**src/design/itora_pkg.sv**
```systemverilog
// shared types, constants and helpers for the integer to radix text unit
`default_nettype none

package itora_pkg;

    // data widths
    localparam int InWidth    = 32;
    localparam int ValueWidth = 32;
    localparam int CountWidth = $clog2(ValueWidth + 1);
    localparam int IdxWidth   = $clog2(ValueWidth);
    localparam int CharWidth  = 7;
    localparam int DigitWidth = 4;
    localparam int BaseWidth  = 5;

    // long division: bits retired per cycle and division steps per digit
    localparam int DivBits    = 8;
    localparam int DivSteps   = (ValueWidth + DivBits - 1) / DivBits;
    localparam int QuotWidth  = DivSteps * DivBits;
    localparam int StepWidth  = (DivSteps > 1) ? $clog2(DivSteps) : 1;

    // configuration port
    localparam int CfgIdxWidth  = 2;
    localparam int CfgDataWidth = 5;
    localparam logic [CfgIdxWidth-1:0] CfgRadix        = 2'd0;
    localparam logic [CfgIdxWidth-1:0] CfgUnsignedMode = 2'd1;
    localparam logic [CfgIdxWidth-1:0] CfgLowercase    = 2'd2;

    localparam logic [BaseWidth-1:0] RadixReset = 5'd10;
    localparam logic [BaseWidth-1:0] RadixMin   = 5'd2;
    localparam logic [BaseWidth-1:0] RadixMax   = 5'd16;

    // character codes
    localparam logic [CharWidth-1:0] CharZero  = 7'h30;
    localparam logic [CharWidth-1:0] CharLowA  = 7'h61;
    localparam logic [CharWidth-1:0] CharUpA   = 7'h41;
    localparam logic [CharWidth-1:0] CharMinus = 7'h2d;

    // queue between front and back (depth a power of two)
    localparam int QueueDepth = 2;
    localparam int QPtrWidth  = $clog2(QueueDepth);
    localparam int QCntWidth  = $clog2(QueueDepth + 1);

    // one classified conversion job
    typedef struct packed {
        logic [ValueWidth-1:0] magnitude;
        logic                  negative;
        logic [BaseWidth-1:0]  base;
        logic                  lower;
    } job_t;

    // digit value to its character
    function automatic logic [CharWidth-1:0] digit_char(input logic [DigitWidth-1:0] d,
                                                        input logic lower);
        logic [CharWidth-1:0] d7;
        d7 = {{(CharWidth - DigitWidth){1'b0}}, d};
        if (d < 4'd10) begin
            digit_char = CharZero + d7;
        end else if (lower) begin
            digit_char = CharLowA + d7 - 7'd10;
        end else begin
            digit_char = CharUpA + d7 - 7'd10;
        end
    endfunction

endpackage

`default_nettype wire

```
**src/design/itora_front.sv**
```systemverilog
// front end: configuration registers and classification of each input value
`default_nettype none

module itora_front import itora_pkg::*; (
    input  wire logic                    aclk,
    input  wire logic                    aresetn,
    input  wire logic                    cfg_we,
    input  wire logic [CfgIdxWidth-1:0]  cfg_index,
    input  wire logic [CfgDataWidth-1:0] cfg_data,
    input  wire logic [InWidth-1:0]      s_value,
    output job_t                         job
);

    logic [BaseWidth-1:0] radix_reg;
    logic                 unsigned_reg;
    logic                 lower_reg;
    logic [63:0]          ext;
    logic [ValueWidth-1:0] bits;
    logic                 neg;

    // configuration writes
    always_ff @(posedge aclk) begin
        if (!aresetn) begin
            radix_reg    <= RadixReset;
            unsigned_reg <= 1'b0;
            lower_reg    <= 1'b0;
        end else if (cfg_we) begin
            case (cfg_index)
                CfgRadix:        radix_reg    <= cfg_data;
                CfgUnsignedMode: unsigned_reg <= cfg_data[0];
                CfgLowercase:    lower_reg    <= cfg_data[0];
                default: ;
            endcase
        end
    end

    // narrow, take magnitude and clamp the base
    always_comb begin
        ext  = {{(64 - InWidth){s_value[InWidth-1]}}, s_value};
        bits = ext[ValueWidth-1:0];
        neg  = !unsigned_reg && bits[ValueWidth-1];
        job.negative  = neg;
        job.magnitude = neg ? (~bits + 1'b1) : bits;
        if (radix_reg < RadixMin) begin
            job.base = RadixMin;
        end else if (radix_reg > RadixMax) begin
            job.base = RadixMax;
        end else begin
            job.base = radix_reg;
        end
        job.lower = lower_reg;
    end

endmodule

`default_nettype wire

```
**src/design/itora_fifo.sv**
```systemverilog
// short job queue between front and back
`default_nettype none

module itora_fifo import itora_pkg::*; (
    input  wire logic aclk,
    input  wire logic aresetn,
    input  wire logic wr_valid,
    output logic      wr_ready,
    input  job_t      wr_job,
    output logic      rd_valid,
    input  wire logic rd_ready,
    output job_t      rd_job
);

    job_t                 entry_reg [QueueDepth];
    logic [QPtrWidth-1:0] wr_ptr_reg;
    logic [QPtrWidth-1:0] rd_ptr_reg;
    logic [QCntWidth-1:0] count_reg;
    logic                 push;
    logic                 pop;

    assign wr_ready = (count_reg != QCntWidth'(QueueDepth));
    assign rd_valid = (count_reg != '0);
    assign rd_job   = entry_reg[rd_ptr_reg];
    assign push     = wr_valid && wr_ready;
    assign pop      = rd_valid && rd_ready;

    // pointers and fill count
    always_ff @(posedge aclk) begin
        if (!aresetn) begin
            wr_ptr_reg <= '0;
            rd_ptr_reg <= '0;
            count_reg  <= '0;
        end else begin
            if (push) begin
                wr_ptr_reg <= wr_ptr_reg + 1'b1;
            end
            if (pop) begin
                rd_ptr_reg <= rd_ptr_reg + 1'b1;
            end
            if (push && !pop) begin
                count_reg <= count_reg + 1'b1;
            end else if (pop && !push) begin
                count_reg <= count_reg - 1'b1;
            end
        end
    end

    // entry storage
    always_ff @(posedge aclk) begin
        if (push) begin
            entry_reg[wr_ptr_reg] <= wr_job;
        end
    end

endmodule

`default_nettype wire

```
**src/design/itora_back.sv**
```systemverilog
// back end: digit extraction by long division, digit store, reverse emission
`default_nettype none

module itora_back import itora_pkg::*; (
    input  wire logic                 aclk,
    input  wire logic                 aresetn,
    input  wire logic                 job_valid,
    output logic                      job_ready,
    input  job_t                      job,
    output logic                      m_valid,
    input  wire logic                 m_ready,
    output logic [CharWidth-1:0]      m_character,
    output logic                      m_last_char
);

    localparam logic [2:0] StIdle = 3'd0;
    localparam logic [2:0] StDiv  = 3'd1;
    localparam logic [2:0] StSign = 3'd2;
    localparam logic [2:0] StRead = 3'd3;
    localparam logic [2:0] StEmit = 3'd4;

    logic [2:0]            state_reg;
    logic [QuotWidth-1:0]  quot_reg;
    logic [DigitWidth-1:0] rem_reg;
    logic [StepWidth-1:0]  step_reg;
    logic [CountWidth-1:0] count_reg;
    logic                  neg_reg;
    logic [BaseWidth-1:0]  base_reg;
    logic                  lower_reg;
    logic [DigitWidth-1:0] rd_data_reg;
    logic [DigitWidth-1:0] digit_mem [ValueWidth];

    logic                  m_valid_reg;
    logic [CharWidth-1:0]  m_char_reg;
    logic                  m_last_reg;

    logic [BaseWidth-1:0]        part;
    logic [DivBits-1:0]          qbits;
    logic [QuotWidth+DivBits-1:0] shifted;
    logic [QuotWidth-1:0]        div_quot;
    logic [DigitWidth-1:0]       div_rem;
    logic                        out_free;
    logic                        out_load;
    logic                        last_step;
    logic                        mem_we;
    logic [IdxWidth-1:0]         rd_addr;

    assign job_ready   = (state_reg == StIdle);
    assign out_free    = !m_valid_reg || m_ready;
    assign out_load    = out_free && ((state_reg == StSign) || (state_reg == StEmit));
    assign last_step   = (step_reg == StepWidth'(DivSteps - 1));
    assign mem_we      = (state_reg == StDiv) && last_step;
    assign rd_addr     = count_reg[IdxWidth-1:0] - 1'b1;
    assign m_valid     = m_valid_reg;
    assign m_character = m_char_reg;
    assign m_last_char = m_last_reg;

    // eight restoring division steps on the top bits of the quotient
    always_comb begin
        part = {1'b0, rem_reg};
        for (int k = 0; k < DivBits; k++) begin
            part = {part[DigitWidth-1:0], quot_reg[QuotWidth-1-k]};
            if (part >= base_reg) begin
                part = part - base_reg;
                qbits[DivBits-1-k] = 1'b1;
            end else begin
                qbits[DivBits-1-k] = 1'b0;
            end
        end
        shifted  = {quot_reg, qbits};
        div_quot = shifted[QuotWidth-1:0];
        div_rem  = part[DigitWidth-1:0];
    end

    // sequencer
    always_ff @(posedge aclk) begin
        if (!aresetn) begin
            state_reg   <= StIdle;
            quot_reg    <= '0;
            rem_reg     <= '0;
            step_reg    <= '0;
            count_reg   <= '0;
            neg_reg     <= 1'b0;
            base_reg    <= RadixReset;
            lower_reg   <= 1'b0;
            m_valid_reg <= 1'b0;
        end else begin
            // output register: load a new character or drop after acceptance
            if (out_load) begin
                m_valid_reg <= 1'b1;
            end else if (m_ready) begin
                m_valid_reg <= 1'b0;
            end
            case (state_reg)
                StIdle: begin
                    if (job_valid) begin
                        quot_reg  <= QuotWidth'(job.magnitude);
                        rem_reg   <= '0;
                        step_reg  <= '0;
                        count_reg <= '0;
                        neg_reg   <= job.negative;
                        base_reg  <= job.base;
                        lower_reg <= job.lower;
                        state_reg <= StDiv;
                    end
                end
                StDiv: begin
                    quot_reg <= div_quot;
                    if (last_step) begin
                        rem_reg   <= '0;
                        step_reg  <= '0;
                        count_reg <= count_reg + 1'b1;
                        if (div_quot == '0) begin
                            state_reg <= neg_reg ? StSign : StRead;
                        end
                    end else begin
                        rem_reg  <= div_rem;
                        step_reg <= step_reg + 1'b1;
                    end
                end
                StSign: begin
                    if (out_free) begin
                        m_char_reg  <= CharMinus;
                        m_last_reg  <= 1'b0;
                        state_reg   <= StRead;
                    end
                end
                StRead: begin
                    state_reg <= StEmit;
                end
                StEmit: begin
                    if (out_free) begin
                        m_char_reg  <= digit_char(rd_data_reg, lower_reg);
                        m_last_reg  <= (count_reg == CountWidth'(1));
                        count_reg   <= count_reg - 1'b1;
                        state_reg   <= (count_reg == CountWidth'(1)) ? StIdle : StRead;
                    end
                end
                default: begin
                    state_reg <= StIdle;
                end
            endcase
        end
    end

    // digit store: written once per digit, read with a registered port
    always_ff @(posedge aclk) begin
        if (mem_we) begin
            digit_mem[count_reg[IdxWidth-1:0]] <= div_rem;
        end
        if (state_reg == StRead) begin
            rd_data_reg <= digit_mem[rd_addr];
        end
    end

endmodule

`default_nettype wire

```
**src/design/integer_to_radix_ascii_unit.sv**
```systemverilog
// top level of the integer to radix ascii text converter
`default_nettype none

// Converts one 32-bit integer per input transaction into its text in base 2
// to 16 (register 0, clamped to that range), one ASCII character per output
// transaction, most significant first, with m_last_char on the final one.
// Register 1 selects unsigned reading (no minus sign), register 2 lower-case
// hex letters. The front classifies a value in the cycle it is accepted and
// parks it in a two-entry queue, so up to two values are taken while the
// back is busy. The back finds digits by long division retiring eight bits
// per cycle, one pass of division steps over the whole value per digit.
// A minus sign, if any, is then loaded, and each digit goes through a
// digit store read and an output register load, waiting while the sink
// is not ready. The back takes a new value only after the last character
// of the previous one is loaded.
module integer_to_radix_ascii_unit import itora_pkg::*; (
    input  wire logic                    aclk,
    input  wire logic                    aresetn,
    input  wire logic                    cfg_we,
    input  wire logic [CfgIdxWidth-1:0]  cfg_index,
    input  wire logic [CfgDataWidth-1:0] cfg_data,
    input  wire logic                    s_valid,
    output logic                         s_ready,
    input  wire logic [InWidth-1:0]      s_value,
    output logic                         m_valid,
    input  wire logic                    m_ready,
    output logic [CharWidth-1:0]         m_character,
    output logic                         m_last_char
);

    job_t front_job;
    job_t queue_job;
    logic queue_valid;
    logic back_ready;

    // classification and configuration
    itora_front u_front (
        .aclk      (aclk),
        .aresetn   (aresetn),
        .cfg_we    (cfg_we),
        .cfg_index (cfg_index),
        .cfg_data  (cfg_data),
        .s_value   (s_value),
        .job       (front_job)
    );

    // decoupling queue
    itora_fifo u_fifo (
        .aclk     (aclk),
        .aresetn  (aresetn),
        .wr_valid (s_valid),
        .wr_ready (s_ready),
        .wr_job   (front_job),
        .rd_valid (queue_valid),
        .rd_ready (back_ready),
        .rd_job   (queue_job)
    );

    // conversion and emission
    itora_back u_back (
        .aclk        (aclk),
        .aresetn     (aresetn),
        .job_valid   (queue_valid),
        .job_ready   (back_ready),
        .job         (queue_job),
        .m_valid     (m_valid),
        .m_ready     (m_ready),
        .m_character (m_character),
        .m_last_char (m_last_char)
    );

endmodule

`default_nettype wire

```
**config.mk**
```make
export PLATFORM = sky130hd
export DESIGN_NAME = integer_to_radix_ascii_unit
export DESIGN_NICKNAME = d
export VERILOG_FILES = /design/src/design/itora_pkg.sv /design/src/design/itora_front.sv /design/src/design/itora_fifo.sv /design/src/design/itora_back.sv /design/src/design/integer_to_radix_ascii_unit.sv
export SDC_FILE = /design/constraint.sdc
export NUM_CORES = 1
export LEC_CHECK = 0
export CORE_ASPECT_RATIO = 0.7
export CORE_MARGIN = 2
export CORE_UTILIZATION = 35
export DETAILED_ROUTE_END_ITERATION = 8
export DONT_BUFFER_PORTS = 1
export GPL_TIMING_DRIVEN = 0
export PLACE_DENSITY_LB_ADDON = 0.12
export SLEW_MARGIN = 20
export SYNTH_ARGS = -nofsm -noshare
export SYNTH_HDL_FRONTEND = slang
export SYNTH_SLANG_ARGS = --single-unit
```
**constraint.sdc**
```tcl
create_clock -name aclk -period 14.3 [get_ports aclk]
set_input_delay 0.715 -clock aclk [delete_from_list [all_inputs] [get_ports aclk]]
set_output_delay 0.715 -clock aclk [all_outputs]
set_load 0.01 [all_outputs]
```
==> flow_metrics.py, run 1 <==
metrics = {
    "routing": {
        "met1_length_um": 18920,
        "wirelength_um": 34320,
        "drc": 0,
        "vias": 8655,
        "drt_iter0_drc": 672,
        "vias_per_cell": 5.217,
        "dr.max_layer_used": "met4",
        "drt_pass1_iterations": 5,
        "met2_length_um": 13170,
        "wire_per_inst_um": 20.69,
        "wl_met3_um": 1841,
        "drtAntennaViolNets": 0,
    },
    "yosys": {
        "netlist_area_um2": 13830,
        "syn_nets": 1164,
        "ys.flop_type": "edfxtp_1",
        "synth_top_cell_by_area": "edfxtp_1",
        "syn_avg_cell_area_um2": 13.01,
        "synth-seq-cells": 285,
        "yosys_warnings": 0,
        "synth-edff-count": 218,
        "synth.yosys.seq_area_share_pct": 57.03,
        "synthTopCellsByArea": "edfxtp_1, dfxtp_1, mux4_2",
        "synth_common_cells": "edfxtp_1, nor2_1, dfxtp_1",
        "yosysTopAreaCellShare_pct": 47.34,
        "synthArstFlopShare_pct": 0,
        "synthCells": 1063,
        "ys_types": 67,
        "synth_most_common_cell": "edfxtp_1",
    },
    "sta": {
        "post-route-period-util_pct": 93.35,
        "slew_viol_final": 0,
        "min_period_ns": 13.35,
        "relSlewSlack_pct": 33.54,
        "hold_viol": 0,
        "max_freq_ghz": 0.07491,
        "finClkSkew_ns": 0.01202,
        "tightest_slew_ns": 0.9947,
        "holdWs_ns": 0.2356,
        "finalSetupViolCount": 0,
    },
    "min_path": {
        "hp-class": "input pin to flip-flop",
    },
    "global_route": {
        "grt_pass1_vias": 8405,
        "grt_max_degree": 29,
        "overflow": 0,
        "grt_first_pass_wirelength_um": 52810,
        "grt_util_all_layers_pct": 16.87,
        "antenna_found_initial": 0,
    },
    "clock_tree": {
        "cts.root.buffer_cell": "clkbuf_16",
        "cts_max_path_buffers": 3,
        "clk_pin_slew_ns": 0.06,
        "cts_buffers": 29,
        "cts.htree.levels": 1,
        "clk-insertion-delay-late_ns": 0.57,
        "cts_tree": "yes",
        "cts_sinks": 285,
    },
    "floorplanning": {
        "core_area_um2": 38660,
        "placementRows": 60,
        "die_h_um": 170.3,
        "die_w_um": 241.6,
        "io_pins": 54,
        "initial_utilization_pct": 35.77,
        "fp.dieArea_um2": 41140,
    },
    "layout": {
        "layout-drive-gt1-share_pct": 13.35,
        "nets": 1209,
        "area_growth_syn_to_layout_pct": 13.52,
        "largest_register_ff_count": 128,
    },
    "critical_path": {
        "critPathArrivalTime_ns": 13.77,
        "worstPathRequired_ns": 14.72,
        "cp-end-kind": "flip-flop",
        "cp_slowest_cell": "dfxtp_2",
        "critPathMaxFanout": 11,
        "crit_top_cell": "ha_1",
        "cp-start-kind": "flip-flop",
        "max_stage_delay_ns": 0.62,
        "path_class": "flip-flop to flip-flop",
        "rrSetupSlack_ns": 0.95,
    },
    "run": {
        "drv_cap": 0,
    },
    "place": {
        "port_buffers": 0,
        "dp_hpwl_um": 25700,
        "gp_congestion": 0.8039,
    },
    "run_status": {
        "status": "finished clean",
    },
}
-- timing repair --
item | 4_1_cts | 5_1_grt
endpoints found under the setup margin | 133 | 133
hold buffers | 0 | 0
pin swaps | 0 | 1
resized for setup | 2 | 4
setup buffers | 0 | 3
-- critical path: cells and delay by family (launching register included) --
kind | cells | cell delay (ns)
AOI/OAI and AO/OA | 18 | 5.01
adders and majority gates | 8 | 2.43
buffers and inverters | 7 | 1.45
DFF | 1 | 0.62
muxes | 7 | 2.72
and+or+nand+nor | 6 | 0.93
-- final timing paths --
path | from | end | cells past startpoint
max | u_back.base_reg[1]$_SDFFE_PN1P_ | u_back.digit_mem[31][2]$_DFFE_PP_ | 46
min | s_value[0] | u_fifo.entry_reg[0][7]$_DFFE_PP_ | 0
max reg2reg | u_back.base_reg[1]$_SDFFE_PN1P_ | u_back.digit_mem[31][2]$_DFFE_PP_ | 46
min reg2reg | u_back.step_reg[1]$_SDFFE_PN0P_ | u_back.step_reg[1]$_SDFFE_PN0P_ | 2
-- routing by layer --
layer  GRT usage [%]  up-vias
li1                -     4140
met5               0        -
met1           27.89     4282
met3           3.107       31
met4           2.538        0
met2           22.59      202
-- cells by family (layout without fill, tap and decap cells) --
kind of cell | after synthesis | in the layout | synth area share (%)
flip-flops | 285 | 285 | 57.03
AND/OR/NAND/NOR | 263 | 263 | 9.744
AO/OA/AOI/OAI | 203 | 203 | 9.762
multiplexers | 115 | 115 | 12.13
buffers and inverters | 88 | 156 | 2.443
adder cells (fa/ha/maj) | 57 | 57 | 5.591
XOR/XNOR | 52 | 52 | 3.293
other | 0 | 1 | 0
-- layout by cell type, fill, tap and decap left out, types with 8 or more instances in the layout --
| cell | count |
|---|---|
| inv_1 | 40 |
| mux2_2 | 18 |
| nor2b_1 | 29 |
| fa_1 | 8 |
| nand3_1 | 11 |
| edfxtp_1 | 218 |
| nand2b_1 | 11 |
| clkinv_2 | 8 |
| o21ai_0 | 44 |
| nor2_1 | 89 |
| a21o_1 | 13 |
| a21oi_1 | 41 |
| nand2_1 | 45 |
| o21a_1 | 9 |
| nor4_1 | 11 |
| mux4_2 | 39 |
| xor2_1 | 22 |
| and2_1 | 8 |
| nor3_1 | 14 |
| a221oi_1 | 15 |
| xnor2_1 | 29 |
| mux2i_1 | 54 |
| dfxtp_1 | 66 |
| clkbuf_16 | 29 |
| clkbuf_1 | 41 |
| ha_1 | 49 |
| a211oi_1 | 17 |
-- per-stage QoR --
stage	utilization, %	cell area, µm²	setup TNS, ns	std cells	setup WS, ns
floorplan	-	13830	0	1063	2.669
global placement	37.48	14490	-254.26	1590	-2.058
detailed placement	38.16	14750	-30.93	1601	-0.4230
CTS	40.50	15660	0	1655	0.2348
global route	40.60	15700	-0.01383	1658	-0.003791
finish	40.61	15700	0	1659	0.9507
-- area by class of cell --
| class | instances | area, µm² |
|---|---|---|
| clock buffer | 32 | 737.0 |
| timing repair buffer | 14 | 219.0 |
| clock inverter | 22 | 162.7 |
| inverter | 41 | 153.9 |
| antenna | 1 | 2.502 |
| multi-input combinational | 690 | 5692 |
| fill | 3652 | 22960 |
| tap | 527 | 659.4 |
| buffer | 47 | 183.9 |
| sequential | 285 | 7889 |
Power of run 1 is left out: the tool's default activity adds up to more than one toggle a clock period on the data nets, which glitch-free logic cannot reach.
==> run 2: changes to the inputs <==
--- a/config.mk
+++ b/config.mk
@@ -6,7 +6,6 @@
 export NUM_CORES = 1
 export LEC_CHECK = 0
 export CORE_ASPECT_RATIO = 0.7
-export CORE_MARGIN = 2
 export CORE_UTILIZATION = 35
 export DETAILED_ROUTE_END_ITERATION = 8
 export DONT_BUFFER_PORTS = 1
@@ -15,4 +14,5 @@
 export SLEW_MARGIN = 20
 export SYNTH_ARGS = -nofsm -noshare
 export SYNTH_HDL_FRONTEND = slang
+export SYNTH_HIERARCHICAL = 1
 export SYNTH_SLANG_ARGS = --single-unit
==> flow_metrics.py, run 2 <==
metrics = {
    "sta": {
        "min_period_ns": 13.54,
        "holdWs_ns": 0.2022,
        "finClkSkew_ns": 0.01752,
        "max_freq_ghz": 0.07385,
        "relSlewSlack_pct": 27.42,
        "fin_ws_ns": 0.7585,
        "slew_viol_final": 0,
        "finalSetupViolCount": 0,
        "tightest_slew_ns": 1.079,
        "tns_ns": 0,
        "post-route-period-util_pct": 94.70,
        "hold_viol": 0,
    },
    "place": {
        "gp_congestion": 0.8480,
        "pre_cts_ws_ns": -0.3206,
        "dp_hpwl_um": 27260,
        "port_buffers": 0,
        "numPlacedInstances": 1677,
    },
    "clock_tree": {
        "cts_max_path_buffers": 3,
        "cts_buffers": 30,
        "cts_tree": "yes",
        "cts.root.buffer_cell": "clkbuf_16",
        "cts_hold_buffers": 0,
        "clk_pin_slew_ns": 0.06,
        "clk-insertion-delay-late_ns": 0.58,
        "cts.htree.levels": 1,
        "cts_sinks": 285,
    },
    "yosys": {
        "synth_common_cells": "edfxtp_1, nand2_1, nor2_1",
        "synthArstFlopShare_pct": 0,
        "synthCells": 1138,
        "yosysTopAreaCellShare_pct": 45.62,
        "synth-seq-cells": 285,
        "syn_nets": 1239,
        "yosys_warnings": 6,
        "synth.yosys.seq_area_share_pct": 54.97,
        "synth_top_cell_by_area": "edfxtp_1",
        "syn_avg_cell_area_um2": 12.61,
        "ys_types": 77,
        "synthTopCellsByArea": "edfxtp_1, dfxtp_1, mux4_2",
        "synth-edff-count": 218,
        "ys.flop_type": "edfxtp_1",
        "netlist_area_um2": 14350,
        "synth_most_common_cell": "edfxtp_1",
    },
    "routing": {
        "drt_iter0_drc": 853,
        "wirelength_um": 37620,
        "vias_per_cell": 5.450,
        "drc": 0,
        "met1_length_um": 20940,
        "drtAntennaViolNets": 0,
        "drt_pass1_iterations": 5,
        "dr.max_layer_used": "met4",
        "wl_met3_um": 2150,
        "vias": 9455,
        "wire_per_inst_um": 21.69,
        "met2_length_um": 14000,
    },
    "global_route": {
        "grt_max_degree": 34,
        "antenna_found_initial": 0,
        "grt_first_pass_wirelength_um": 57300,
        "grt_util_all_layers_pct": 18.22,
        "overflow": 0,
        "grt_pass1_vias": 9194,
    },
    "layout": {
        "mostFrequentLayoutCell": "edfxtp_1",
        "final_cells": 1735,
        "area_growth_syn_to_layout_pct": 12.44,
        "mostFrequentLayoutCells": "edfxtp_1, nand2_1, nor2_1, dfxtp_1, mux2_2",
        "nets": 1278,
        "fillers": 3783,
        "layout-drive-gt1-share_pct": 15.42,
        "multiInputGateArea_um2": 6092,
        "ff_latch_area_um2": 7889,
        "diodes": 0,
        "largest_register_ff_count": 128,
    },
    "critical_path": {
        "max_stage_delay_ns": 0.66,
        "startpoint": "u_back/base_reg[1]$_SDFFE_PN1P_",
        "cp-end-kind": "flip-flop",
        "critPathArrivalTime_ns": 14.01,
        "crit_top_cell": "ha_1",
        "cp_slowest_cell": "mux2_2",
        "reg2reg_depth": 46,
        "path_buf_inv": 5,
        "cp.depth": 46,
        "rrSetupSlack_ns": 0.76,
        "path_class": "flip-flop to flip-flop",
        "crit_family": "compound AO/OA/AOI/OAI gates",
        "worstPathRequired_ns": 14.77,
        "endpoint": "u_back/rem_reg[2]$_SDFFE_PN0P_",
        "critPathMaxFanout": 33,
        "timing.rr.end": "u_back/rem_reg[2]$_SDFFE_PN0P_",
        "cp-start-kind": "flip-flop",
        "r2r_start": "u_back/base_reg[1]$_SDFFE_PN1P_",
    },
    "min_path": {
        "hp-class": "input pin to flip-flop",
    },
    "floorplanning": {
        "placementRows": 61,
        "die_w_um": 244.0,
        "die_h_um": 171.4,
        "fp.dieArea_um2": 41830,
        "core_area_um2": 40070,
        "io_pins": 54,
        "initial_utilization_pct": 35.81,
    },
    "run_status": {
        "status": "finished clean",
    },
    "run": {
        "drv_cap": 0,
    },
}
run 2: cell families after synthesis:
| kind of cell | synth area share, % |
|---|---|
| flip-flops | 54.97 |
| adder cells (fa/ha/maj) | 5.388 |
| AND/OR/NAND/NOR | 11.33 |
| buffers and inverters | 3.043 |
| multiplexers | 11.57 |
| XOR/XNOR | 3.104 |
| AO/OA/AOI/OAI | 10.59 |
run 2: worst min path at each step:
stage                                    startpoint                                 to  slack, ns  cells past startpoint
finish                                      aresetn  u_front/radix_reg[1]$_SDFFE_PN1P_       0.20                      1
global route                                aresetn  u_front/radix_reg[3]$_SDFFE_PN1P_       0.20                      1
CTS                                         aresetn  u_front/radix_reg[1]$_SDFFE_PN1P_       0.17                      1
detailed placement  u_back/base_reg[2]$_SDFFE_PN0P_    u_back/base_reg[2]$_SDFFE_PN0P_       0.46                      2
global placement        u_back/neg_reg$_SDFFE_PN0P_        u_back/neg_reg$_SDFFE_PN0P_       0.46                      2
floorplan               u_back/neg_reg$_SDFFE_PN0P_        u_back/neg_reg$_SDFFE_PN0P_       0.44                      2
run 2: area by class of cell:
| class | count | share of cell area [%] |
|---|---|---|
| timing repair inverter | 1 | 0.04653 |
| sequential | 285 | 48.89 |
| clock inverter | 11 | 0.5971 |
| multi-input combinational | 750 | 37.76 |
| buffer | 56 | 1.613 |
| clock buffer | 44 | 5.226 |
| tap | 535 | 4.149 |
| inverter | 47 | 1.117 |
| timing repair buffer | 6 | 0.6048 |
run 2: layer usage:
layer  vias to the layer above  track usage, %
met2                       248           23.26
met4                         0           3.179
met3                        37           2.965
li1                       4393               -
met5                         -               0
met1                      4777           31.05
run 2: metrics by stage:
step / area [µm²] / util, %
after floorplan: 14350 / -
after global placement: 15020 / 37.48
after detailed placement: 15130 / 37.76
after CTS: 16100 / 40.18
after global routing: 16140 / 40.27
final: 16140 / 40.27
run 2: what timing repair did:
item,CTS,global route
setup buffers,2,0
pin swaps,0,0
resized for setup,4,7
setup endpoints to repair,66,134
gates cloned,1,0
Power of run 2 is left out for the same reason.
==> run 3: changes to the inputs <==
==> constraint.sdc (replaced) <==
create_clock -name aclk -period 15 [get_ports aclk]
set_input_delay 0.75 -clock aclk [delete_from_list [all_inputs] [get_ports aclk]]
set_output_delay 0.75 -clock aclk [all_outputs]
set_load 0.01 [all_outputs]
==> flow_metrics.py, run 3 (synthesized netlist as in run 2, its figures left out) <==
metrics = {
    "run_status": {
        "status": "finished clean",
    },
    "global_route": {
        "overflow": 0,
        "grt_pass1_vias": 9165,
        "grt_max_degree": 34,
        "grt_util_all_layers_pct": 18.13,
        "grt_first_pass_wirelength_um": 57060,
        "antenna_found_initial": 0,
    },
    "critical_path": {
        "critPathArrivalTime_ns": 14.18,
        "max_stage_delay_ns": 0.62,
        "cp-end-kind": "flip-flop",
        "cp_slowest_cell": "a31oi_1",
        "critPathMaxFanout": 16,
        "path_class": "flip-flop to flip-flop",
        "worstPathRequired_ns": 15.21,
        "rrSetupSlack_ns": 1.03,
        "cp-start-kind": "flip-flop",
        "crit_top_cell": "ha_1",
    },
    "place": {
        "place_area_um2": 15130,
        "port_buffers": 0,
        "gp_congestion": 0.8480,
        "numPlacedInstances": 1677,
        "dp_hpwl_um": 27260,
    },
    "sta": {
        "min_period_ns": 13.97,
        "finalSetupViolCount": 0,
        "hold_viol": 0,
        "tightest_slew_ns": 1.087,
        "max_freq_ghz": 0.07159,
        "relSlewSlack_pct": 26.87,
        "rsz0062_at_grt": "false",
        "slew_viol_final": 0,
        "post-route-period-util_pct": 93.13,
        "finClkSkew_ns": 0.01740,
    },
    "run": {
        "drv_cap": 0,
    },
    "clock_tree": {
        "cts_buffers": 30,
        "cts_max_path_buffers": 3,
        "cts_hold_buffers": 0,
        "cts_tree": "yes",
        "clk_pin_slew_ns": 0.06,
        "clk-insertion-delay-late_ns": 0.58,
        "cts.htree.levels": 1,
        "cts_sinks": 285,
        "cts.root.buffer_cell": "clkbuf_16",
    },
    "layout": {
        "largest_register_ff_count": 128,
        "nets": 1277,
        "fin_area_um2": 16110,
        "final_cells": 1734,
        "layout-drive-gt1-share_pct": 15.18,
        "diodes": 0,
        "area_growth_syn_to_layout_pct": 12.27,
        "mostFrequentLayoutCells": "edfxtp_1, nand2_1, nor2_1, dfxtp_1, mux2_2",
        "mostFrequentLayoutCell": "edfxtp_1",
    },
    "routing": {
        "drc": 0,
        "drt_pass1_iterations": 5,
        "wire_per_inst_um": 21.70,
        "drt_iter0_drc": 743,
        "vias": 9429,
        "drtAntennaViolNets": 0,
        "vias_per_cell": 5.438,
        "wirelength_um": 37630,
    },
    "floorplanning": {
        "fp.dieArea_um2": 41830,
        "core_area_um2": 40070,
        "placementRows": 61,
        "die_h_um": 171.4,
        "initial_utilization_pct": 35.81,
        "die_w_um": 244.0,
        "io_pins": 54,
    },
    "min_path": {
        "hp-class": "input pin to flip-flop",
    },
}
[run 3: cell types whose count changed in the layout (fill, tap and decap cells not counted), sizes merged]
cell,before,now
buf,26,25
[run 3: worst paths after layout]
kind / cells past startpoint / from / to
setup reg to reg: 46 / u_back/base_reg[1]$_SDFFE_PN1P_ / u_back/digit_mem[22][1]$_DFFE_PP_
setup / recovery: 46 / u_back/base_reg[1]$_SDFFE_PN1P_ / u_back/digit_mem[22][1]$_DFFE_PP_
hold / removal: 1 / aresetn / u_front/radix_reg[1]$_SDFFE_PN1P_
hold reg to reg: 2 / u_back/base_reg[2]$_SDFFE_PN0P_ / u_back/base_reg[2]$_SDFFE_PN0P_
[run 3: timing repair]
| action | in CTS | in global routing |
|---|---|---|
| setup endpoints to repair | 0 | 130 |
| buffers inserted | 0 | 1 |
| resized for setup | 0 | 8 |
[run 3: layer usage]
metal | part of all wire, % | vias up | track usage, % | routed length (µm)
met2 | 37 | 250 | 23.16 | 13960
met1 | 55 | 4746 | 30.87 | 20740
met5 | 0 | - | 0 | 0
li1 | - | 4395 | - | -
met4 | 1.5 | 0 | 3.179 | 559
met3 | 6.3 | 38 | 2.965 | 2374
[run 3: layout make-up]
class | instances | area, µm²
clock buffers | 44 | 843.3
multi-input cells | 750 | 6075
clock inverters | 11 | 96.34
inverters | 47 | 180.2
flip-flops and latches | 285 | 7889
well taps | 535 | 669.4
fillers | 3790 | 23960
repair inverters | 1 | 7.507
plain buffers | 56 | 260.3
repair buffers | 5 | 90.09
[run 3: critical path: cells and delay by family, from the launching register on]
family                     cells  cell delay [ns]
buffers and inverters          5             1.59
muxes                          2             0.81
adders and majority gates      8             2.89
and+or+nand+nor                6             0.52
AOI/OAI and AO/OA             25             7.15
DFF                            1             0.60
[run 3: per-stage QoR]
stage | setup TNS (ns) | hold WS, ns | util [%] | setup WS [ns]
after floorplan | 0 | 0.4389 | - | 3.652
after global placement | -56.42 | 0.4565 | 37.48 | -0.9657
after detailed placement | 0 | 0.4626 | 37.76 | 0.3794
after CTS | 0 | 0.2078 | 40.11 | 0.3145
after global routing | 0 | 0.2335 | 40.21 | 0.1854
final | 0 | 0.2380 | 40.21 | 1.031
Power of run 3 is left out for the same reason.
